--- src/rtl/core/pgs_pkg.sv ---
`default_nettype none

package pgs_pkg;

    localparam int PosW   = 32;
    localparam int DtW    = 16;
    localparam int SpeedW = 24;
    localparam int RotW   = 16;
    localparam int SnapW  = 20;
    localparam int CfgW   = 24;
    localparam int CfgIdxW = 2;

    // divider: quotient of (magnitude * amount + len / 2) by len
    localparam int DivNumW = 56;
    localparam int DivDenW = 33;
    localparam int DivCntW = $clog2(DivNumW);

    // square root of a sum of three 62-bit squares
    localparam int SqrtInW  = 64;
    localparam int SqrtOutW = SqrtInW / 2;
    localparam int SqrtCntW = $clog2(SqrtOutW);

    localparam logic [1:0] REQ_TICK  = 2'd0;
    localparam logic [1:0] REQ_JUMP  = 2'd1;
    localparam logic [1:0] REQ_GLIDE = 2'd2;

    localparam logic [CfgIdxW-1:0] CFG_MOVE_SPEED    = 2'd0;
    localparam logic [CfgIdxW-1:0] CFG_ROTATION_STEP = 2'd1;
    localparam logic [CfgIdxW-1:0] CFG_SNAP_DISTANCE = 2'd2;

    localparam logic [SpeedW-1:0] MOVE_SPEED_RST    = 24'd851968;
    localparam logic [RotW-1:0]   ROTATION_STEP_RST = 16'd3277;
    localparam logic [SnapW-1:0]  SNAP_DISTANCE_RST = 20'd13107;

    // pi / 180 in unsigned Q0.32
    localparam logic [32:0] DEG2RAD_Q32 = 33'd74961321;
    localparam logic signed [33:0] PI_Q16     = 34'sd205887;
    localparam logic signed [33:0] TWO_PI_Q16 = 34'sd411775;

    // floor(2^50 / two pi), quotient estimate for the angle wrap
    localparam int WrapShift = 50;
    localparam logic [32:0] WRAP_RECIP = 33'd2734259988;

    typedef struct packed {
        logic [1:0]         req_type;
        logic [DtW-1:0]     delta_time;
        logic signed [31:0] pos_x;
        logic signed [31:0] pos_y;
        logic signed [31:0] pos_z;
        logic signed [31:0] deg_x;
        logic signed [31:0] deg_y;
        logic signed [31:0] deg_z;
    } t_req;

    typedef struct packed {
        logic signed [31:0] cur_x;
        logic signed [31:0] cur_y;
        logic signed [31:0] cur_z;
        logic signed [31:0] ang_x;
        logic signed [31:0] ang_y;
        logic signed [31:0] ang_z;
        logic               gliding;
        logic               turning;
    } t_rsp;

endpackage

`default_nettype wire

--- src/rtl/core/pgs_sqrt.sv ---
`default_nettype none

module pgs_sqrt (
    input  wire logic                           i_clk,
    input  wire logic                           i_rst_n,
    input  wire logic                           i_start,
    input  wire logic [pgs_pkg::SqrtInW-1:0]    i_val,
    output logic                                o_done,
    output logic [pgs_pkg::SqrtOutW-1:0]        o_root
);
    import pgs_pkg::*;

    logic [SqrtInW-1:0]  r_v;
    logic [SqrtInW-1:0]  r_r;
    logic [SqrtInW-1:0]  r_bit;
    logic [SqrtCntW-1:0] r_cnt;
    logic                r_busy;
    logic                r_done;
    logic [SqrtInW-1:0]  trial;

    assign trial = r_r + r_bit;

    always_ff @(posedge i_clk) begin
        if (!i_rst_n) begin
            r_busy <= 1'b0;
            r_done <= 1'b0;
            r_cnt  <= '0;
        end else begin
            r_done <= 1'b0;
            if (i_start) begin
                r_busy <= 1'b1;
                r_cnt  <= '0;
                r_v    <= i_val;
                r_r    <= '0;
                r_bit  <= SqrtInW'(1) << (SqrtInW - 2);
            end else if (r_busy) begin
                if (r_v >= trial) begin
                    r_v <= r_v - trial;
                    r_r <= (r_r >> 1) + r_bit;
                end else begin
                    r_r <= r_r >> 1;
                end
                r_bit <= r_bit >> 2;
                r_cnt <= r_cnt + 1'b1;
                if (r_cnt == SqrtCntW'(SqrtOutW - 1)) begin
                    r_busy <= 1'b0;
                    r_done <= 1'b1;
                end
            end
        end
    end

    assign o_done = r_done;
    assign o_root = r_r[SqrtOutW-1:0];

endmodule

`default_nettype wire

--- config.mk ---
export PLATFORM = sky130hd
export DESIGN_NAME = pgs_sqrt
export DESIGN_NICKNAME = d
export VERILOG_FILES = /design/src/rtl/core/pgs_pkg.sv /design/src/rtl/core/pgs_sqrt.sv
export SDC_FILE = /design/constraint.sdc
export NUM_CORES = 1
export LEC_CHECK = 0
export BUFFER_PORTS_ARGS = -buffer_cell sky130_fd_sc_hd__clkbuf_2
export CAP_MARGIN = 10
export CORE_MARGIN = 8
export CORE_UTILIZATION = 30
export CTS_CLUSTER_DIAMETER = 150
export DETAILED_ROUTE_END_ITERATION = 7
export PLACE_DENSITY_LB_ADDON = 0.25
export SLEW_MARGIN = 20
export SYNTH_ARGS = -nofsm -noshare
export SYNTH_HDL_FRONTEND = slang
export SYNTH_SLANG_ARGS = --single-unit
--- constraint.sdc ---
create_clock -name i_clk -period 8.9 [get_ports i_clk]
set_input_delay 0.445 -clock i_clk [delete_from_list [all_inputs] [get_ports i_clk]]
set_output_delay 0.445 -clock i_clk [all_outputs]
set_load 0.1 [all_outputs]
**After elaboration in Yosys (flattened, before gate mapping)**

Cells that the tools add are included.

- Register bits: 167
- Input bits: 67
- Output and inout port bits: 33

- Add/subtract/negate cells: 4
- $lt $le $gt $ge: 1
- Equal/unequal tests: 1
- Mux-type cells: 10
- Bitwise gates (word level): 2
- Reductions and logical operators: 6

Operator list:

| cell | count |
|---|---|
| 64-bit two-way mux | 5 |
| 63-bit by 63-bit adder with 64-bit output | 1 |
| 64-bit by 63-bit adder with 64-bit output | 1 |
| 64-bit greater-or-equal comparator | 1 |
| 64-bit subtractor | 1 |
| 63-bit two-way mux | 1 |
| 5-bit by 1-bit adder with 5-bit output, second input constant | 1 |
| 5-bit == test, second input constant | 1 |
| 1-bit two-way mux | 4 |
| 2-bit nonzero test | 2 |
| 3-bit AND reduction | 1 |
| 3-bit OR reduction | 1 |
| 1-bit inverter | 2 |
| 2-bit AND reduction | 1 |
| 2-bit OR reduction | 1 |

**Depth between registers and ports, before layout**

- Depth in word-level cells: 5
- Mapped depth: 26
- Mapped depth without buffers: 25

**Least setup slack after synthesis**

OpenSTA, ideal clock, no wires.

- Path kind: reg-to-reg
- From: register r_r[2]
- To: register r_v[0], enable pin
- Setup time: 0.507 ns
- Data arrival time: 7.982 ns
- Data required time: 8.393 ns
- Slack: 0.411 ns
- Stages on the path, launching flop included: 23
- Clock period less this slack: 8.489 ns
- Cell sequence: edfxtp_1 -> ha_1 -> a31o_2 -> a31oi_1 -> o21ai_2 -> a31oi_1 -> o41a_1 -> o21bai_2 -> a21oi_2 -> o211ai_2 -> a31oi_1 -> o311ai_2 -> xnor2_1 -> ha_1 -> clkbuf_1 -> nand4_1 -> nor2_1 -> nand3_1 -> or4_1 -> o31a_1 -> buf_4 -> buf_4 -> a21oi_1

- Word-level cells in the longest chain between the ends: 4

RTL lines:

| element | RTL line | RTL |
|---|---|---|
| start, declared | pgs_sqrt.sv:14 | `logic [SqrtInW-1:0] r_r;` |
| start signal, assigned | pgs_sqrt.sv:39 | `r_r <= (r_r >> 1) + r_bit;` |
| start signal, assigned | pgs_sqrt.sv:41 | `r_r <= r_r >> 1;` |
| 64-bit by 63-bit adder with 64-bit output | pgs_sqrt.sv:21 | `assign trial = r_r + r_bit;` |
| 64-bit greater-or-equal comparator | pgs_sqrt.sv:37 | `if (r_v >= trial) begin` |
| 2-bit nonzero test (no line) | n/a |  |
| 3-bit AND reduction (no line) | n/a |  |
| end signal, assigned | pgs_sqrt.sv:33 | `r_v <= i_val;` |
| end signal, assigned | pgs_sqrt.sv:38 | `r_v <= r_v - trial;` |
| end, declared | pgs_sqrt.sv:13 | `logic [SqrtInW-1:0] r_v;` |

No other way between the ends.
A chain may end at the register's enable or synchronous reset.

**Worst setup path after layout**

- From: register r_r[0]
- To: register r_v[20], enable pin

Same word-level chain as after synthesis.

==> results_dict.tcl <==
set metrics [dict create \
    nets 1985 \
    synth_area_leaders "edfxtp_1 32%, ha_1 11%, nand2_1 5.6%" \
    grt_max_degree 90 \
    worstSetupPathType "flip-flop to flip-flop" \
    dr.pass1.iters 5 \
    tightest_slew_ns 1.12 \
    yosys.area.top_type "edfxtp_1" \
    ant_nets 0 \
    ys.flop_type "edfxtp_1" \
    critPathLaunchType "flip-flop" \
    cts-root-buf "clkbuf_16" \
    die_w_um 241 \
    required_ns 9.00 \
    synth_area_mm2 0.0152 \
    ys_types 75 \
    antenna_found_initial 1 \
    area_growth_pct 9.93 \
    setup_viol 0 \
    relSlewSlack 0.246 \
    leakage_nw 6.31 \
    grt_pass1_wl_um 70500 \
    core_mm2 0.0501 \
    via_per_inst 5.29 \
    yosysSeqAreaShare 0.326 \
    slew_violations 0 \
    status "finished clean" \
    min_path_type "primary input to flip-flop" \
    cpPeakStageDelay_ns 0.78 \
    initialDrtViolationCount 1227 \
    ys_ff_latch 167 \
    worst_setup_path_end_kind "flip-flop" \
    synth-adder-area-share 0.110 \
    post-cts-setup-buffers 0 \
    setup-tns-final_ns 0 \
    crit_path_max_fanout 64 \
    die_h_um 241 \
    worstSkewPairLatency_ns 0.47 \
    clock_sinks 167 \
    timing.final.crit_share 0.809 \
    num_io_pins 100 \
    design.die.area_mm2 0.0580 \
    vias 13059 \
    fin_util 0.333 \
    cts_buffers 17 \
    yosys.area_share.simple 0.173 \
    cts_tree "built" \
    async_flop_share 0 \
    p_per_area_mw_per_mm2 218 \
    dp_hpwl_um 34600 \
    crit_top_cell "a21oi_1" \
    n_antenna_cell 0 \
    synth_edf_count 160 \
    synth_top_family_by_area "compound AO/OA/AOI/OAI gates" \
    muxShareOfSynthArea 0.00429 \
    crit_chain "ha_1 > ha_1 > a21o_1 > a31oi_1 > o21ai_0 > a211oi_1 > o21ai_0 > a21oi_1 > o21bai_1 > a21oi_1 > a21oi_1 > o21ai_0 > xor2_1 > ha_1 > and3_1 > a221o_1 > a21oi_1 > o21a_1 > a21oi_1 > a211oi_1 > o31a_1 > a21oi_4 > buf_4" \
    yosys.area_share.xor_xnor 0.0982 \
    layout_common_cells "228 x nand2_1, 166 x o21ai_0, 160 x edfxtp_1" \
    grtUsageTotal 0.154 \
    port_buffers 99 \
    drt_wl_total_um 44700 \
    clkSlewWorstSetupHoldPaths_ns 0.08 \
    cts_hold_buf 0 \
    ir_worst_vdd_mv 0.135 \
    htreeDepth 4 \
    finalHoldViolations 0 \
    layout-drive-gt1-share 0.107 \
    grt_pass1_vias 12415 \
    yosys_warnings 0 \
    grt_overflow 0 \
    synth_compound_area_frac 0.245 \
    rsz0062_at_grt "no" \
    syn-num-nets 1954 \
    post_cts_resized 0 \
    synth_top_area_share 0.317 \
    wl_per_cell_um 18.1 \
    placementRows 82 \
    finClkSkew_ns 0.0128 \
    crit_slowest_cell "o31a_1" \
    cap_violations 0 \
    finalCriticalPeriod_ns 7.20 \
    mostFrequentLayoutCell "nand2_1" \
    drc 0 \
    netlist_instances 1754 \
    avgSynthCellArea_um2 8.64 \
    worstPathArrival_ns 7.30 \
    clock_path_buffers 2 \
    fmax_mhz 139 \
    start_util 0.303 \
    gp_congestion 0.871 \
]
-- critical path: cells and delay by family (launching register included) --
kind                       cells  cell delay, ns
xor gates and xnor gates       1            0.23
adders and majority gates      3            0.80
DFF                            1            0.41
and+or+nand+nor                1            0.24
buffers and inverters          1            0.42
AOI/OAI and AO/OA             17            4.62
-- layer usage --
layer	global-route usage	wire, um	vias to the layer above
met3	0.0257	2180	37
met4	0.0402	656	2
met1	0.226	22600	6206
li1	-	-	6527
met5	0	13	-
met2	0.231	19300	287
-- sequential cells by signal, indices dropped and copies added, names as in the netlist --
register / count
r_r: 64
r_busy: 1
r_cnt: 5
r_bit: 32
o_done: 1
r_v: 64
-- kinds of logic (layout without fill, tap and decap cells) --
| group | count (synthesis) | count (layout) |
|---|---|---|
| adders and majority gates | 133 | 133 |
| and+or+nand+nor | 565 | 565 |
| AOI/OAI and AO/OA | 580 | 580 |
| DFF | 167 | 167 |
| xor gates and xnor gates | 170 | 170 |
| muxes | 6 | 6 |
| buffers and inverters | 133 | 177 |
-- synthesized netlist by cell type, types with 8 or more instances --
| cell type | count |
|---|---|
| and2_1 | 8 |
| inv_1 | 38 |
| xor2_1 | 92 |
| o31ai_1 | 8 |
| buf_2 | 11 |
| a31oi_1 | 66 |
| o21bai_1 | 37 |
| buf_4 | 34 |
| nor2_1 | 128 |
| or3_1 | 22 |
| o21ai_0 | 166 |
| nor2b_1 | 44 |
| a211oi_1 | 36 |
| nand2b_1 | 9 |
| xnor2_1 | 78 |
| a21oi_1 | 120 |
| and3_1 | 19 |
| nand4_1 | 36 |
| edfxtp_1 | 160 |
| nand3_1 | 31 |
| a31o_2 | 15 |
| a21o_1 | 49 |
| clkbuf_1 | 48 |
| nand2_1 | 228 |
| ha_1 | 132 |
| o21a_1 | 13 |
| nor3_1 | 15 |
-- layout make-up --
cell class,count,area (um2)
Clock buffer,18,429
Timing Repair Buffer,106,567
Tap cell,672,841
Fill cell,5332,33400
Multi-Input combinational cell,1454,9590
Sequential cell,167,4940
Clock inverter,14,141
Inverter,39,148
-- worst paths after layout --
kind              startpoint  slack (ns)  cells after the start       end
setup / recovery      r_r[0]        1.70                     23   r_v[20]
hold / removal      i_val[2]        0.25                      3    r_v[2]
setup reg to reg      r_r[0]        1.70                     23   r_v[20]
hold reg to reg     r_cnt[3]        0.52                      2  r_cnt[3]
-- where the power goes --
group          total (mW)  leakage, nW  internal [mW]  switching [mW]
registers            1.10         1.60           1.00           0.102
clock network       0.764        0.279          0.393           0.371
logic                1.76         4.43          0.648            1.11
total                3.63         6.31           2.04            1.58
-- metrics by stage --
stage          area [um2]  hold WS [ns]  setup slack [ns]  total power, mW  std cells
2_1_floorplan       15200         0.467             0.411             2.46       1754
3_3_place_gp        16100         0.479              1.93             2.86       2438
3_5_place_dp        16100         0.506              1.69             2.87       2438
4_1_cts             16700         0.231              1.67             3.65       2470
5_1_grt             16700         0.244              1.13             3.88       2470
6_report            16700         0.252              1.70             3.63       2470
Power figures use the tool's default switching activity.
