### config.mk
export PLATFORM = sky130hd
export DESIGN_NAME = pgs_div
export DESIGN_NICKNAME = d
export VERILOG_FILES = /design/src/rtl/core/pgs_pkg.sv /design/src/rtl/core/pgs_div.sv
export SDC_FILE = /design/constraint.sdc
export NUM_CORES = 1
export LEC_CHECK = 0
export BUFFER_PORTS_ARGS = -buffer_cell sky130_fd_sc_hd__buf_2
export CORE_AREA = 2 2 110 133
export CTS_CLUSTER_SIZE = 12
export DETAILED_ROUTE_END_ITERATION = 10
export DIE_AREA = 0 0 112 135
export PLACE_DENSITY = 0.76
export SYNTH_ARGS = -nofsm -noshare
export SYNTH_HDL_FRONTEND = slang
export SYNTH_SLANG_ARGS = --single-unit
### constraint.sdc
create_clock -name i_clk -period 5.4 [get_ports i_clk]
set_input_delay 0 -clock i_clk [delete_from_list [all_inputs] [get_ports i_clk]]
set_output_delay 0 -clock i_clk [all_outputs]
set_load 0.02 [all_outputs]
### src/rtl/core/pgs_pkg.sv
`default_nettype none

package pgs_pkg;

    localparam int PosW   = 32;
    localparam int DtW    = 16;
    localparam int SpeedW = 24;
    localparam int RotW   = 16;
    localparam int SnapW  = 20;
    localparam int CfgW   = 24;
    localparam int CfgIdxW = 2;

    // divider: quotient of (magnitude * amount + len / 2) by len
    localparam int DivNumW = 56;
    localparam int DivDenW = 33;
    localparam int DivCntW = $clog2(DivNumW);

    // square root of a sum of three 62-bit squares
    localparam int SqrtInW  = 64;
    localparam int SqrtOutW = SqrtInW / 2;
    localparam int SqrtCntW = $clog2(SqrtOutW);

    localparam logic [1:0] REQ_TICK  = 2'd0;
    localparam logic [1:0] REQ_JUMP  = 2'd1;
    localparam logic [1:0] REQ_GLIDE = 2'd2;

    localparam logic [CfgIdxW-1:0] CFG_MOVE_SPEED    = 2'd0;
    localparam logic [CfgIdxW-1:0] CFG_ROTATION_STEP = 2'd1;
    localparam logic [CfgIdxW-1:0] CFG_SNAP_DISTANCE = 2'd2;

    localparam logic [SpeedW-1:0] MOVE_SPEED_RST    = 24'd851968;
    localparam logic [RotW-1:0]   ROTATION_STEP_RST = 16'd3277;
    localparam logic [SnapW-1:0]  SNAP_DISTANCE_RST = 20'd13107;

    // pi / 180 in unsigned Q0.32
    localparam logic [32:0] DEG2RAD_Q32 = 33'd74961321;
    localparam logic signed [33:0] PI_Q16     = 34'sd205887;
    localparam logic signed [33:0] TWO_PI_Q16 = 34'sd411775;

    // floor(2^50 / two pi), quotient estimate for the angle wrap
    localparam int WrapShift = 50;
    localparam logic [32:0] WRAP_RECIP = 33'd2734259988;

    typedef struct packed {
        logic [1:0]         req_type;
        logic [DtW-1:0]     delta_time;
        logic signed [31:0] pos_x;
        logic signed [31:0] pos_y;
        logic signed [31:0] pos_z;
        logic signed [31:0] deg_x;
        logic signed [31:0] deg_y;
        logic signed [31:0] deg_z;
    } t_req;

    typedef struct packed {
        logic signed [31:0] cur_x;
        logic signed [31:0] cur_y;
        logic signed [31:0] cur_z;
        logic signed [31:0] ang_x;
        logic signed [31:0] ang_y;
        logic signed [31:0] ang_z;
        logic               gliding;
        logic               turning;
    } t_rsp;

endpackage

`default_nettype wire

### src/rtl/core/pgs_div.sv
`default_nettype none

module pgs_div (
    input  wire logic                          i_clk,
    input  wire logic                          i_rst_n,
    input  wire logic                          i_start,
    input  wire logic [pgs_pkg::DivNumW-1:0]   i_num,
    input  wire logic [pgs_pkg::DivDenW-1:0]   i_den,
    output logic                               o_done,
    output logic [pgs_pkg::DivNumW-1:0]        o_quo
);
    import pgs_pkg::*;

    logic [DivNumW-1:0] r_quo;
    logic [DivDenW:0]   r_rem;
    logic [DivDenW-1:0] r_den;
    logic [DivCntW-1:0] r_cnt;
    logic               r_busy;
    logic               r_done;
    logic [DivDenW:0]   trial;
    logic               fits;

    assign trial = {r_rem[DivDenW-1:0], r_quo[DivNumW-1]};
    assign fits  = trial >= {1'b0, r_den};

    always_ff @(posedge i_clk) begin
        if (!i_rst_n) begin
            r_busy <= 1'b0;
            r_done <= 1'b0;
            r_cnt  <= '0;
        end else begin
            r_done <= 1'b0;
            if (i_start) begin
                r_busy <= 1'b1;
                r_cnt  <= '0;
                r_quo  <= i_num;
                r_rem  <= '0;
                r_den  <= i_den;
            end else if (r_busy) begin
                r_rem <= fits ? trial - {1'b0, r_den} : trial;
                r_quo <= {r_quo[DivNumW-2:0], fits};
                r_cnt <= r_cnt + 1'b1;
                if (r_cnt == DivCntW'(DivNumW - 1)) begin
                    r_busy <= 1'b0;
                    r_done <= 1'b1;
                end
            end
        end
    end

    assign o_done = r_done;
    assign o_quo  = r_quo;

endmodule

`default_nettype wire

# == Word-level counts from Yosys, hierarchy flattened ==
# Cells that the tools add are included.
# word_totals
regBits,130
wordCells,25
in_bits,92
# classes
eq_ne,1
n_lt_le_gt_ge,1
add_sub_neg,2
bitwise_logic,2
reduce_logical,5
muxes,8
# op_table
cell,count
56-bit two-way mux,2
33-bit two-way mux,2
34-bit by 33-bit greater-or-equal comparator with 1-bit output,1
33-bit subtractor,1
"6-bit by 1-bit adder with 6-bit output, second input constant",1
"6-bit == test, second input constant",1
1-bit two-way mux,4
2-bit AND reduction,2
3-bit OR reduction,1
1-bit inverter,2
2-bit nonzero test,1
2-bit OR reduction,1

# == Longest topological paths before layout ==
# Gate-level depths: netlist of the first run.
# logic_depth
depth_word,4
depth_mapped,15

# == Worst setup path after synthesis of the first run ==
# Ideal clock, no wire load.
# synth_timing
path_type,register to register
startpoint,register r_quo[55] (netlist: o_quo[55])
endpoint,register r_rem[21] (data pin)
period_less_slack_ps,3219
path_stages_with_launch,16
arrival_time_ps,2953
slack_ps,2181
setup_ps,266
path_buffers,2
cell_sequence,edfxtp_1 -> inv_1 -> ha_1 -> inv_1 -> fa_1 -> a211oi_1 -> nor2_1 -> a21oi_1 -> o211ai_4 -> o21ai_4 -> a221oi_2 -> o32ai_2 -> buf_6 -> buf_12 -> mux2i_1 -> nor2_1
# synth_via
elab_chain_cells,3
elab_cells_between_ends,4
cone_classes,add/sub (1); order compare (1); mux (2)
# synth_lines
item,line,text
from (decl),pgs_div.sv:14,logic [DivNumW-1:0] r_quo;
from (signal assigned),pgs_div.sv:36,r_quo <= i_num;
from (signal assigned),pgs_div.sv:41,"r_quo <= {r_quo[DivNumW-2:0], fits};"
33-bit subtractor or 34-bit by 33-bit greater-or-equal comparator with 1-bit output (tied branches),"pgs_div.sv:40, pgs_div.sv:24",
33-bit two-way mux (*),pgs_div.sv:40,"r_rem <= fits ? trial - {1'b0, r_den} : trial;"
33-bit two-way mux (*),pgs_div.sv:39,end else if (r_busy) begin
to (signal assigned),pgs_div.sv:40,
to (decl),pgs_div.sv:15,logic [DivDenW:0] r_rem;
# Mark *: on every way between the ends. The rest lies on a longest branch, timed or not. The select of a mux whose other input is x is not followed.
# A chain may end at the register's enable or synchronous reset.

# == Worst setup path after layout of the first run ==
# layout_timing
startpoint,register r_quo[55] (netlist: o_quo[55])
endpoint,register r_rem[24] (data pin)
# The elaborated chain is that of the path after synthesis.

==> metrics, run 1 <==
MaxCap Viol Count 0; Hold Path End r_rem[8]; pin count of the biggest net entering global routing 51; global router's overall resource usage between 20% and 30%; leading cell type in the layout, fill and taps excluded buf_2; class of the tightest hold or removal check in -> reg; Vert. Die Dim approximately 140 µm; power density cells between 300 and 400 nW/µm²; Fin. Hold Viols 0; post-synth design cell area 7170 µm²; instance count along the most critical hold path 2; setup total negative slack 0 ps; router iterations before antenna repair 6; Worst Setup Start Kind flip-flop; Hold Slack 108 ps; total of buffers placed on input and output ports 148; maximum vdd drop roughly 0.23 mV; area growth from synthesis to layout 32.2%; worst clock skew ~12 ps; Post-Syn Nets 708; synthesized flop and latch total 130; vias per cell between 5 and 6; clock buffers created by TritonCTS 17; detailed-route wire length 16900 µm; cell count after placement ~900; CTS root buf clkbuf_16; required time reported for the critical path endpoint 5550 ps; total count of max-transition violations in the final report 0; clock tree from TritonCTS yes; Async SR Flop Fraction 0%; highest clock frequency the design can meet 261 MHz; initial cell density of the core 52.1%; Fillers 974; Yosys warnings 0; number of nets in the finished design 948; Critical Path End Type flip-flop; maximum level of the CTS H-tree 4; TritonCTS Sinks 130; GPL Wtd Cong 0.885; total of endpoints with negative setup slack in the final report 0; worst reg2reg setup slack 1560 ps; row cnt 47; clk_lat worst skew roughly 430 ps; LEAKAGE between 0.004 and 0.005 µW; highest-count cells in the layout ignoring fill and taps buf_2, edfxtp_1, dlygate4sd3_1; count of unique library cells instantiated by Yosys 61; Crit Reg-Reg Endpoint r_rem[24]; clock buffer depth 2; area of the die 15100 µm²; Core Region about 14000 µm²; largest fanout of any net on the critical path 30; initial antenna violation count 0; Setup Crit Path Kind reg -> reg; fraction of layout instances using a drive strength above 1 30.6%; data arrival at the endpoint of the critical path 3990 ps; startpoint of the lowest-slack hold path i_start; number of DRC violations after detailed-routing iteration 0 289; clock period minus worst slack 3840 ps; Diodes inserted 0; mean post-synth cell area 12.3 µm²; depth of the worst register-to-register path 14; number of global-route vias before repair slightly below 6k; part of the cycle the worst path needs between 70 and 80%; number of design rule violations left after detail routing 0; commonest register cell after synthesis edfxtp_1; Worst slew margin 52.1%; status finished clean; non-filler cells, final 1005; wire length per cell around 17 µm; number of synthesized flops with an enable pin 122; number of nets with antenna violations after routing 0; Syn Inst Count around 580; RSZ-0062 raised after global routing false; measured slew at the worst slew-check pin 719 ps; reg-to-reg startpoint o_quo[55]; first-pass GRT wire length ~28000 µm; detailed-route via count approximately 5.5k; die outline width roughly 110 µm; total grt overflow 0; DP Wirelength 10700 µm; fraction of the yosys area taken by sequential cells 53.4%; Clk pin slew, worst setup/hold paths 60 ps; IO Count 149
kinds of logic after synthesis:
family	count (synthesis)	synth area share [%]
AOI/OAI and AO/OA	110	10.9
xor gates and xnor gates	31	3.79
adders and majority gates	35	6.22
buffers and inverters	66	4.52
DFF	130	53.4
muxes	87	13.1
and+or+nand+nor	122	8.15
worst max-delay path, cell delays in order (launching register included):
cell      delay [ps]
edfxtp_1         390
inv_1            100
ha_1             170
inv_1             50
fa_1             410
a211oi_1         260
nor2_1           110
a21oi_1          300
o211ai_4         150
o21ai_4          250
a221oi_2         110
o32ai_4          370
buf_4            530
mux2i_1          260
nor2_1            60
flip-flops by register name (all words and copies together) (netlist names):
name	cells
o_quo	56
r_cnt	6
r_den	33
o_done	1
r_rem	33
r_busy	1
synth_stat cells (4+ instances only):
| cell type | n | share of area, % |
|---|---|---|
| and2_1 | 4 | 0.35 |
| ha_1 | 34 | 5.9 |
| o21ai_0 | 19 | 1.3 |
| nand2b_1 | 4 | 0.35 |
| nor3_1 | 5 | 0.35 |
| nand4_1 | 7 | 0.61 |
| inv_1 | 45 | 2.4 |
| nor2_1 | 44 | 2.3 |
| dfxtp_1 | 8 | 2.2 |
| or3_1 | 5 | 0.44 |
| a21o_1 | 18 | 1.9 |
| nand2_1 | 30 | 1.6 |
| mux2i_1 | 32 | 4.5 |
| o21a_1 | 4 | 0.42 |
| a21oi_1 | 32 | 2.2 |
| clkbuf_1 | 11 | 0.58 |
| mux2_2 | 55 | 8.6 |
| xnor2_1 | 18 | 2.2 |
| o21bai_1 | 4 | 0.42 |
| edfxtp_1 | 122 | 51 |
| xor2_1 | 13 | 1.6 |
| nand3_1 | 9 | 0.63 |
worst max-delay path by stage:
stage | cells after the start | startpoint | to | slack (ps)
after global placement | 14 | o_quo[55] | r_rem[9] | 1720
final | 14 | o_quo[55] | r_rem[24] | 1560
after floorplan | 15 | o_quo[55] | r_rem[21] | 2180
after CTS | 14 | o_quo[55] | r_rem[12] | 1540
after detailed placement | 14 | o_quo[55] | r_rem[5] | 1550
after global routing | 14 | o_quo[55] | r_rem[13] | 1270
per-layer routing:
metal | GRT usage (%) | up-vias | wire (µm)
li1 | - | 2629 | -
met1 | 26.7 | 2594 | 6880
met2 | 40.9 | 244 | 8420
met3 | 6.69 | 35 | 1190
met4 | 9.35 | 0 | 434
met5 | 0 | - | 0
repair_timing:
item                      CTS  global route
buffers inserted            0             0
hold endpoints to repair   97             0
resized for setup           0             0
hold buffers               90             0
per-stage QoR:
step / utilization (%) / setup slack [ps] / cell area (µm²) / power, µW
after global placement: 58.3 / 1720 / 8020 / 1930
after global routing: 68.9 / 1270 / 9480 / 3240
final: 68.9 / 1560 / 9480 / 3100
after CTS: 68.9 / 1540 / 9480 / 3100
after floorplan: - / 2180 / 7170 / 1810
after detailed placement: 58.3 / 1550 / 8020 / 1950
final cells by class:
class | instances | area [µm²] | share of cell area [%]
clock inverters | 14 | 129 | 1.36
flip-flops and latches | 130 | 3820 | 40.3
multi-input cells | 385 | 3040 | 32.1
repair buffers | 242 | 1670 | 17.7
inverters | 45 | 169 | 1.78
well taps | 171 | 214 | 2.26
clock buffers | 18 | 429 | 4.53
report_power, final:
group	total, µW	leakage, µW	internal (µW)	switching, µW
clock network	1100	0.000270	639	465
logic	746	0.00255	345	402
registers	1250	0.00123	1210	40.8
Note: power is estimated with default switching activity, not from simulation.
==> run 2: changes to the inputs <==
--- a/config.mk
+++ b/config.mk
@@ -5,12 +5,13 @@
 export SDC_FILE = /design/constraint.sdc
 export NUM_CORES = 1
 export LEC_CHECK = 0
+export ABC_AREA = 1
 export BUFFER_PORTS_ARGS = -buffer_cell sky130_fd_sc_hd__buf_2
-export CORE_AREA = 2 2 110 133
+export CORE_AREA = 2 2 117 142
 export CTS_CLUSTER_SIZE = 12
 export DETAILED_ROUTE_END_ITERATION = 10
-export DIE_AREA = 0 0 112 135
-export PLACE_DENSITY = 0.76
+export DIE_AREA = 0 0 119 144
+export PLACE_DENSITY = 0.75
 export SYNTH_ARGS = -nofsm -noshare
 export SYNTH_HDL_FRONTEND = slang
 export SYNTH_SLANG_ARGS = --single-unit
==> constraint.sdc (replaced) <==
create_clock -name i_clk -period 3.7 [get_ports i_clk]
set_input_delay 0 -clock i_clk [delete_from_list [all_inputs] [get_ports i_clk]]
set_output_delay 0 -clock i_clk [all_outputs]
set_load 0.02 [all_outputs]
==> metrics, run 2 <==
initial antenna violation count 0; global routing's busiest layer met2; clock buffer depth 2; TritonCTS Sinks 130; Fin. Hold Viols 0; count leader, synth nand2_1; highest clock frequency the design can meet 355 MHz; data arrival at the endpoint of the critical path 3090 ps; Syn Inst Count about 1.1k; number of nets in the finished design 1447; Hold Path End r_cnt[3]; Core Region 15900 µm²; Diodes inserted 0; PostCTS Resize Cnt 0; count of hold buffers inserted by post-cts repair 93; number of DRC violations after detailed-routing iteration 0 468; Critical Path End Type flip-flop; detailed-route wire length 22700 µm; clock tree from TritonCTS yes; number of flip-flops under the largest register name 56; number of synthesized flops with an enable pin ~120; class of the tightest hold or removal check in -> reg; fraction of met1 tracks used by global routing 31.1%; worst reg2reg setup slack 890 ps; instance count along the most critical hold path 5; postcts setup bufs 0; most frequent cells after synthesis nand2_1, inv_1, edfxtp_1; Async SR Flop Fraction 0%; vias per cell 4.96; post-synth design cell area 8180 µm²; fraction of layout instances using a drive strength above 1 16.8%; leading cell type in the layout, fill and taps excluded nand2_1; mean post-synth cell area 7.58 µm²; Yosys top cell area share between 40% and 50%; pin count of the biggest net entering global routing 90; MaxCap Viol Count 0; status finished clean; post-place instance area 9100 µm²; number of nets with antenna violations after routing 0; area of the die 17100 µm²; measured slew at the worst slew-check pin 922 ps; die outline width 119 µm; startpoint of the lowest-slack hold path i_rst_n; largest fanout of any net on the critical path 30; met3 usage 6.23%; Clk pin slew, worst setup/hold paths 60 ps; required time reported for the critical path endpoint between 3000 and 4000 ps; number of global-route vias before repair 7754; IO Count 149; cell count after placement 1420; global router's overall resource usage 27.0%; Vert. Die Dim 144 µm; DP Wirelength between 10000 and 15000 µm; detailed-route via count 7667; RSZ-0062 raised after global routing false; count of unique library cells instantiated by Yosys 32; worst clock skew 10.4 ps; reg-to-reg startpoint o_quo[55]; highest-count cells in the layout ignoring fill and taps nand2_1, inv_1, buf_2; clk_lat worst skew 430 ps; LEAKAGE 0.00551 µW; initial cell density of the core 51.5%; dominant cells by area after synthesis edfxtp_1, nand2_1, inv_1; area growth from synthesis to layout 30.8%; synthesized flop and latch total 130; total of endpoints with negative setup slack in the final report 0; Finished Cell Area between 10000 and 15000 µm²; depth of the worst register-to-register path 13; GR Layer Usage met2 ~47%; fraction of the yosys area taken by sequential cells a little under half; number of design rule violations left after detail routing 0; Yosys warnings 0; non-filler cells, final 1545; power density cells 462 nW/µm²; Crit Reg-Reg Endpoint r_rem[6]; maximum vdd drop 0.299 mV; Hold Slack roughly 100 ps; Post-Syn Nets approximately 1.2k; biggest area consumer among synthesized cells edfxtp_1; CTS root buf clkbuf_16; total grt overflow 0; clock buffers created by TritonCTS 17; Setup Crit Path Kind reg -> reg; part of the cycle the worst path needs 76.1%; GPL Wtd Cong 0.969; Worst Setup Start Kind flip-flop; total of buffers placed on input and output ports 148; total count of max-transition violations in the final report 0; setup total negative slack 0 ps; fin util around two thirds; commonest register cell after synthesis edfxtp_1; clock period minus worst slack around 2800 ps; Worst slew margin 38.5%; maximum level of the CTS H-tree 4; row cnt 51; router iterations before antenna repair 5; wire length per cell 14.7 µm; first-pass GRT wire length 36100 µm
## run 2: worst max path at each step
stage	slack [ps]	startpoint	to	depth (start not counted)
after detailed placement	920	o_quo[55]	r_rem[16]	13
after CTS	900	o_quo[55]	r_rem[16]	13
after global routing	690	o_quo[55]	r_rem[14]	13
after global placement	1030	o_quo[55]	r_rem[20]	13
after floorplan	140	r_busy	r_busy	4
final	890	o_quo[55]	r_rem[6]	13
## run 2: cells by family (layout without fill, tap and decap cells)
family                   count (synthesis)  count (layout)  synth area share, %
AND/OR/NAND/NOR                        663             663                 34.1
buffers and inverters                  199             453                 9.72
flip-flops                             130             130                 46.8
AO/OA/AOI/OAI                           37              37                 2.40
adder cells (fa/ha/maj)                 35              35                 5.45
XOR/XNOR                                15              15                 1.61
## run 2: critical path, stage by stage, from the launching register on
cell	delay, ps
edfxtp_1	380
inv_1	100
ha_1	150
inv_1	70
fa_1	440
nand3_2	110
nand3_2	130
nand2_4	100
nand2_4	50
nand2_4	320
nand2_4	240
inv_2	380
nor2_1	80
nor2_1	120
## run 2: per-stage QoR
| step | total power (µW) | setup WS, ps |
|---|---|---|
| final | 4940 | 885 |
| after global routing | 5160 | 694 |
| after CTS | 4930 | 902 |
| after detailed placement | 2920 | 915 |
| after global placement | 2900 | 1030 |
| after floorplan | 2640 | 142 |
## run 2: final cells by class
| type | count | area (µm²) |
|---|---|---|
| Inverter | 174 | 653 |
| Tap cell | 212 | 265 |
| Clock buffer | 18 | 429 |
| Timing Repair Buffer | 247 | 1720 |
| Multi-Input combinational cell | 750 | 3570 |
| Fill cell | 1267 | 5200 |
| Sequential cell | 130 | 3820 |
| Clock inverter | 14 | 234 |
## run 2: metal layers
| layer | up-vias | wire [µm] |
|---|---|---|
| li1 | 3807 | - |
| met1 | 3465 | 8910 |
| met2 | 337 | 11400 |
| met3 | 58 | 1640 |
| met4 | 0 | 800 |
| met5 | - | 0 |
## run 2: power by group
| group | switching [µW] | internal, µW |
|---|---|---|
| Sequential | 55.6 | 1760 |
| Combinational | 754 | 441 |
| Clock | 672 | 1260 |
==> run 3: changes to the inputs <==
==> config.mk (replaced) <==
export PLATFORM = sky130hd
export DESIGN_NAME = pgs_div
export DESIGN_NICKNAME = d
export VERILOG_FILES = /design/src/rtl/core/pgs_pkg.sv /design/src/rtl/core/pgs_div.sv
export SDC_FILE = /design/constraint.sdc
export NUM_CORES = 1
export LEC_CHECK = 0
export ABC_AREA = 0
export BUFFER_PORTS_ARGS = -buffer_cell sky130_fd_sc_hd__buf_2
export CORE_AREA = 2 2 110 133
export CTS_CLUSTER_SIZE = 12
export DETAILED_ROUTE_END_ITERATION = 10
export DIE_AREA = 0 0 112 135
export PLACE_DENSITY = 0.76
export SYNTH_ARGS = -nofsm -noshare
export SYNTH_HDL_FRONTEND = slang
export SYNTH_SLANG_ARGS = --single-unit
==> constraint.sdc (replaced) <==
create_clock -name i_clk -period 2.9 [get_ports i_clk]
set_input_delay 0 -clock i_clk [delete_from_list [all_inputs] [get_ports i_clk]]
set_output_delay 0 -clock i_clk [all_outputs]
set_load 0.02 [all_outputs]
==> metrics, run 3 (synthesized netlist as in run 1, its figures left out) <==
reg-to-reg startpoint o_quo[55]; number of nets in the finished design 992; RSZ-0062 raised after global routing true; total count of max-transition violations in the final report 0; initial antenna violation count 0; clock period minus worst slack 2930 ps; depth of the worst register-to-register path 15; total grt overflow 0; instance count along the most critical hold path 2; final worst setup slack -29.4 ps; worst reg2reg setup slack -30 ps; Final Total Pwr 6000 µW; maximum vdd drop 0.433 mV; Hold Path End r_den[17]; fin util around 72%; area growth from synthesis to layout 38.7%; part of the cycle the worst path needs 101%; Diodes inserted 0; MaxCap Viol Count 0; Sequential Area 3820 µm²; slowest stage cell on the critical path edfxtp_1; total of buffers placed on input and output ports 148; Vert. Die Dim between 100 and 150 µm; measured slew at the worst slew-check pin 828 ps; post-place instance area 8280 µm²; number of nets with antenna violations after routing 0; Critical Path End Type flip-flop; die outline width 112 µm; Fillers 931; router iterations before antenna repair 5; clock buffers created by TritonCTS 17; CTS root buf clkbuf_16; worst clock skew around 17 ps; vias per cell around 5.4; Crit Reg-Reg Endpoint r_rem[7]; longest individual stage delay on the worst path between 400 and 500 ps; Worst path top cell family by delay compound AO/OA/AOI/OAI gates; Fin. Hold Viols 0; leading cell type in the layout, fill and taps excluded buf_2; detailed-route wire length about 19000 µm; Setup Crit Path Kind reg -> reg; status finished with violations; Worst slew margin 44.8%; highest-count cells in the layout ignoring fill and taps buf_2, edfxtp_1, dlygate4sd3_1; DP Worst Slack -163 ps; number of design rule violations left after detail routing 0; wire length per cell 17.8 µm; Most common cell on crit path inv_2; initial cell density of the core 52.1%; startpoint of the lowest-slack hold path i_den[17]; DP Wirelength 11800 µm; highest clock frequency the design can meet 341 MHz; required time reported for the critical path endpoint 3070 ps; detailed-route via count 5710; LEAKAGE ~0.0043 µW; largest fanout of any net on the critical path 8; clock tree from TritonCTS yes; first-pass GRT wire length 29000 µm; row cnt 47; number of DRC violations after detailed-routing iteration 0 ~260; clock buffer depth 2; class of the tightest hold or removal check in -> reg; critical path buffer and inverter count 4; TritonCTS Sinks 130; number of flip-flops under the largest register name 56; Finished Cell Area 9940 µm²; IO Count 149; global router's overall resource usage 24.6%; Core Region roughly 14000 µm²; total of endpoints with negative setup slack in the final report 8; maximum level of the CTS H-tree 4; area of the die 15100 µm²; violations in the final reports negative setup slack; Hold Slack 284 ps; clk_lat worst skew between 400 and 500 ps; pin count of the biggest net entering global routing 65; GPL Wtd Cong between 0.8 and 0.9; data arrival at the endpoint of the critical path slightly above 3000 ps; Clk pin slew, worst setup/hold paths 60 ps; power density cells between 600 and 700 nW/µm²; chain of cells forming the critical path inv_2, ha_4, inv_2, fa_2, a211oi_2, nor2_2, a21oi_2, o211ai_4, o21ai_4, a221oi_2, o32ai_4, buf_12, buf_6, mux2i_1, nor2_1; area occupied by multi-input gates 3110 µm²; Worst Setup Start Kind flip-flop; fraction of layout instances using a drive strength above 1 35.7%; number of global-route vias before repair 5948
[run 3: cell types whose count changed in the layout (fill, tap and decap cells not counted), moves of 7 or more]
cell,previous run,this run
nand2_1,456,30
inv_1,168,43
nor2_1,112,43
mux2_2,0,55
buf_4,6,42
mux2i_1,0,32
nand3b_1,28,2
a21o_1,2,18
xnor2_1,2,18
o21ai_0,5,17
nand2_2,11,0
nand3_1,20,9
nor2_2,10,1
ha_1,34,27
[run 3: area by class of cell]
cell class,instances,area share [%]
flip-flops and latches,130,38.5
multi-input cells,385,31.3
repair buffers,286,20.7
clock buffers,18,4.32
well taps,171,2.15
inverters,45,1.70
clock inverters,13,1.38
[run 3: worst max-delay path by stage]
stage               startpoint   endpoint  slack, ps  cells after the start
global placement     o_quo[55]  r_rem[30]        -20                     14
floorplan            o_quo[55]  r_rem[21]        -50                     15
detailed placement   o_quo[55]  r_rem[22]       -160                     14
CTS                  o_quo[55]   r_rem[8]        -50                     15
finish               o_quo[55]   r_rem[7]        -30                     15
global route         o_quo[55]  r_rem[11]       -140                     15
[run 3: power breakdown]
part / total (µW) / switching [µW] / internal [µW]
registers: 2330 / 79.2 / 2250
logic: 1600 / 814 / 787
clock network: 2070 / 815 / 1260
[run 3: timing repair]
item	CTS	global route
setup endpoints to repair	27	34
gates resized for setup	6	13
setup buffers	9	5
pin swaps	6	7
hold buffers	92	0
hold endpoints to repair	101	0
[run 3: metal layers]
layer  up-vias  share of wire (%)  GRT usage, %
met2       260                 51          42.9
met3        43                7.1          7.68
met5         -                  0             0
li1       2711                  -             -
met1      2696                 40          27.9
met4         0                2.3          10.6
[run 3: through the flow]
stage	std cells	TNS, ps
2_1_floorplan	581	-1070
5_1_grt	1048	-2880
6_report	1048	-135
3_3_place_gp	911	-30.8
3_5_place_dp	911	-2570
4_1_cts	1043	-432
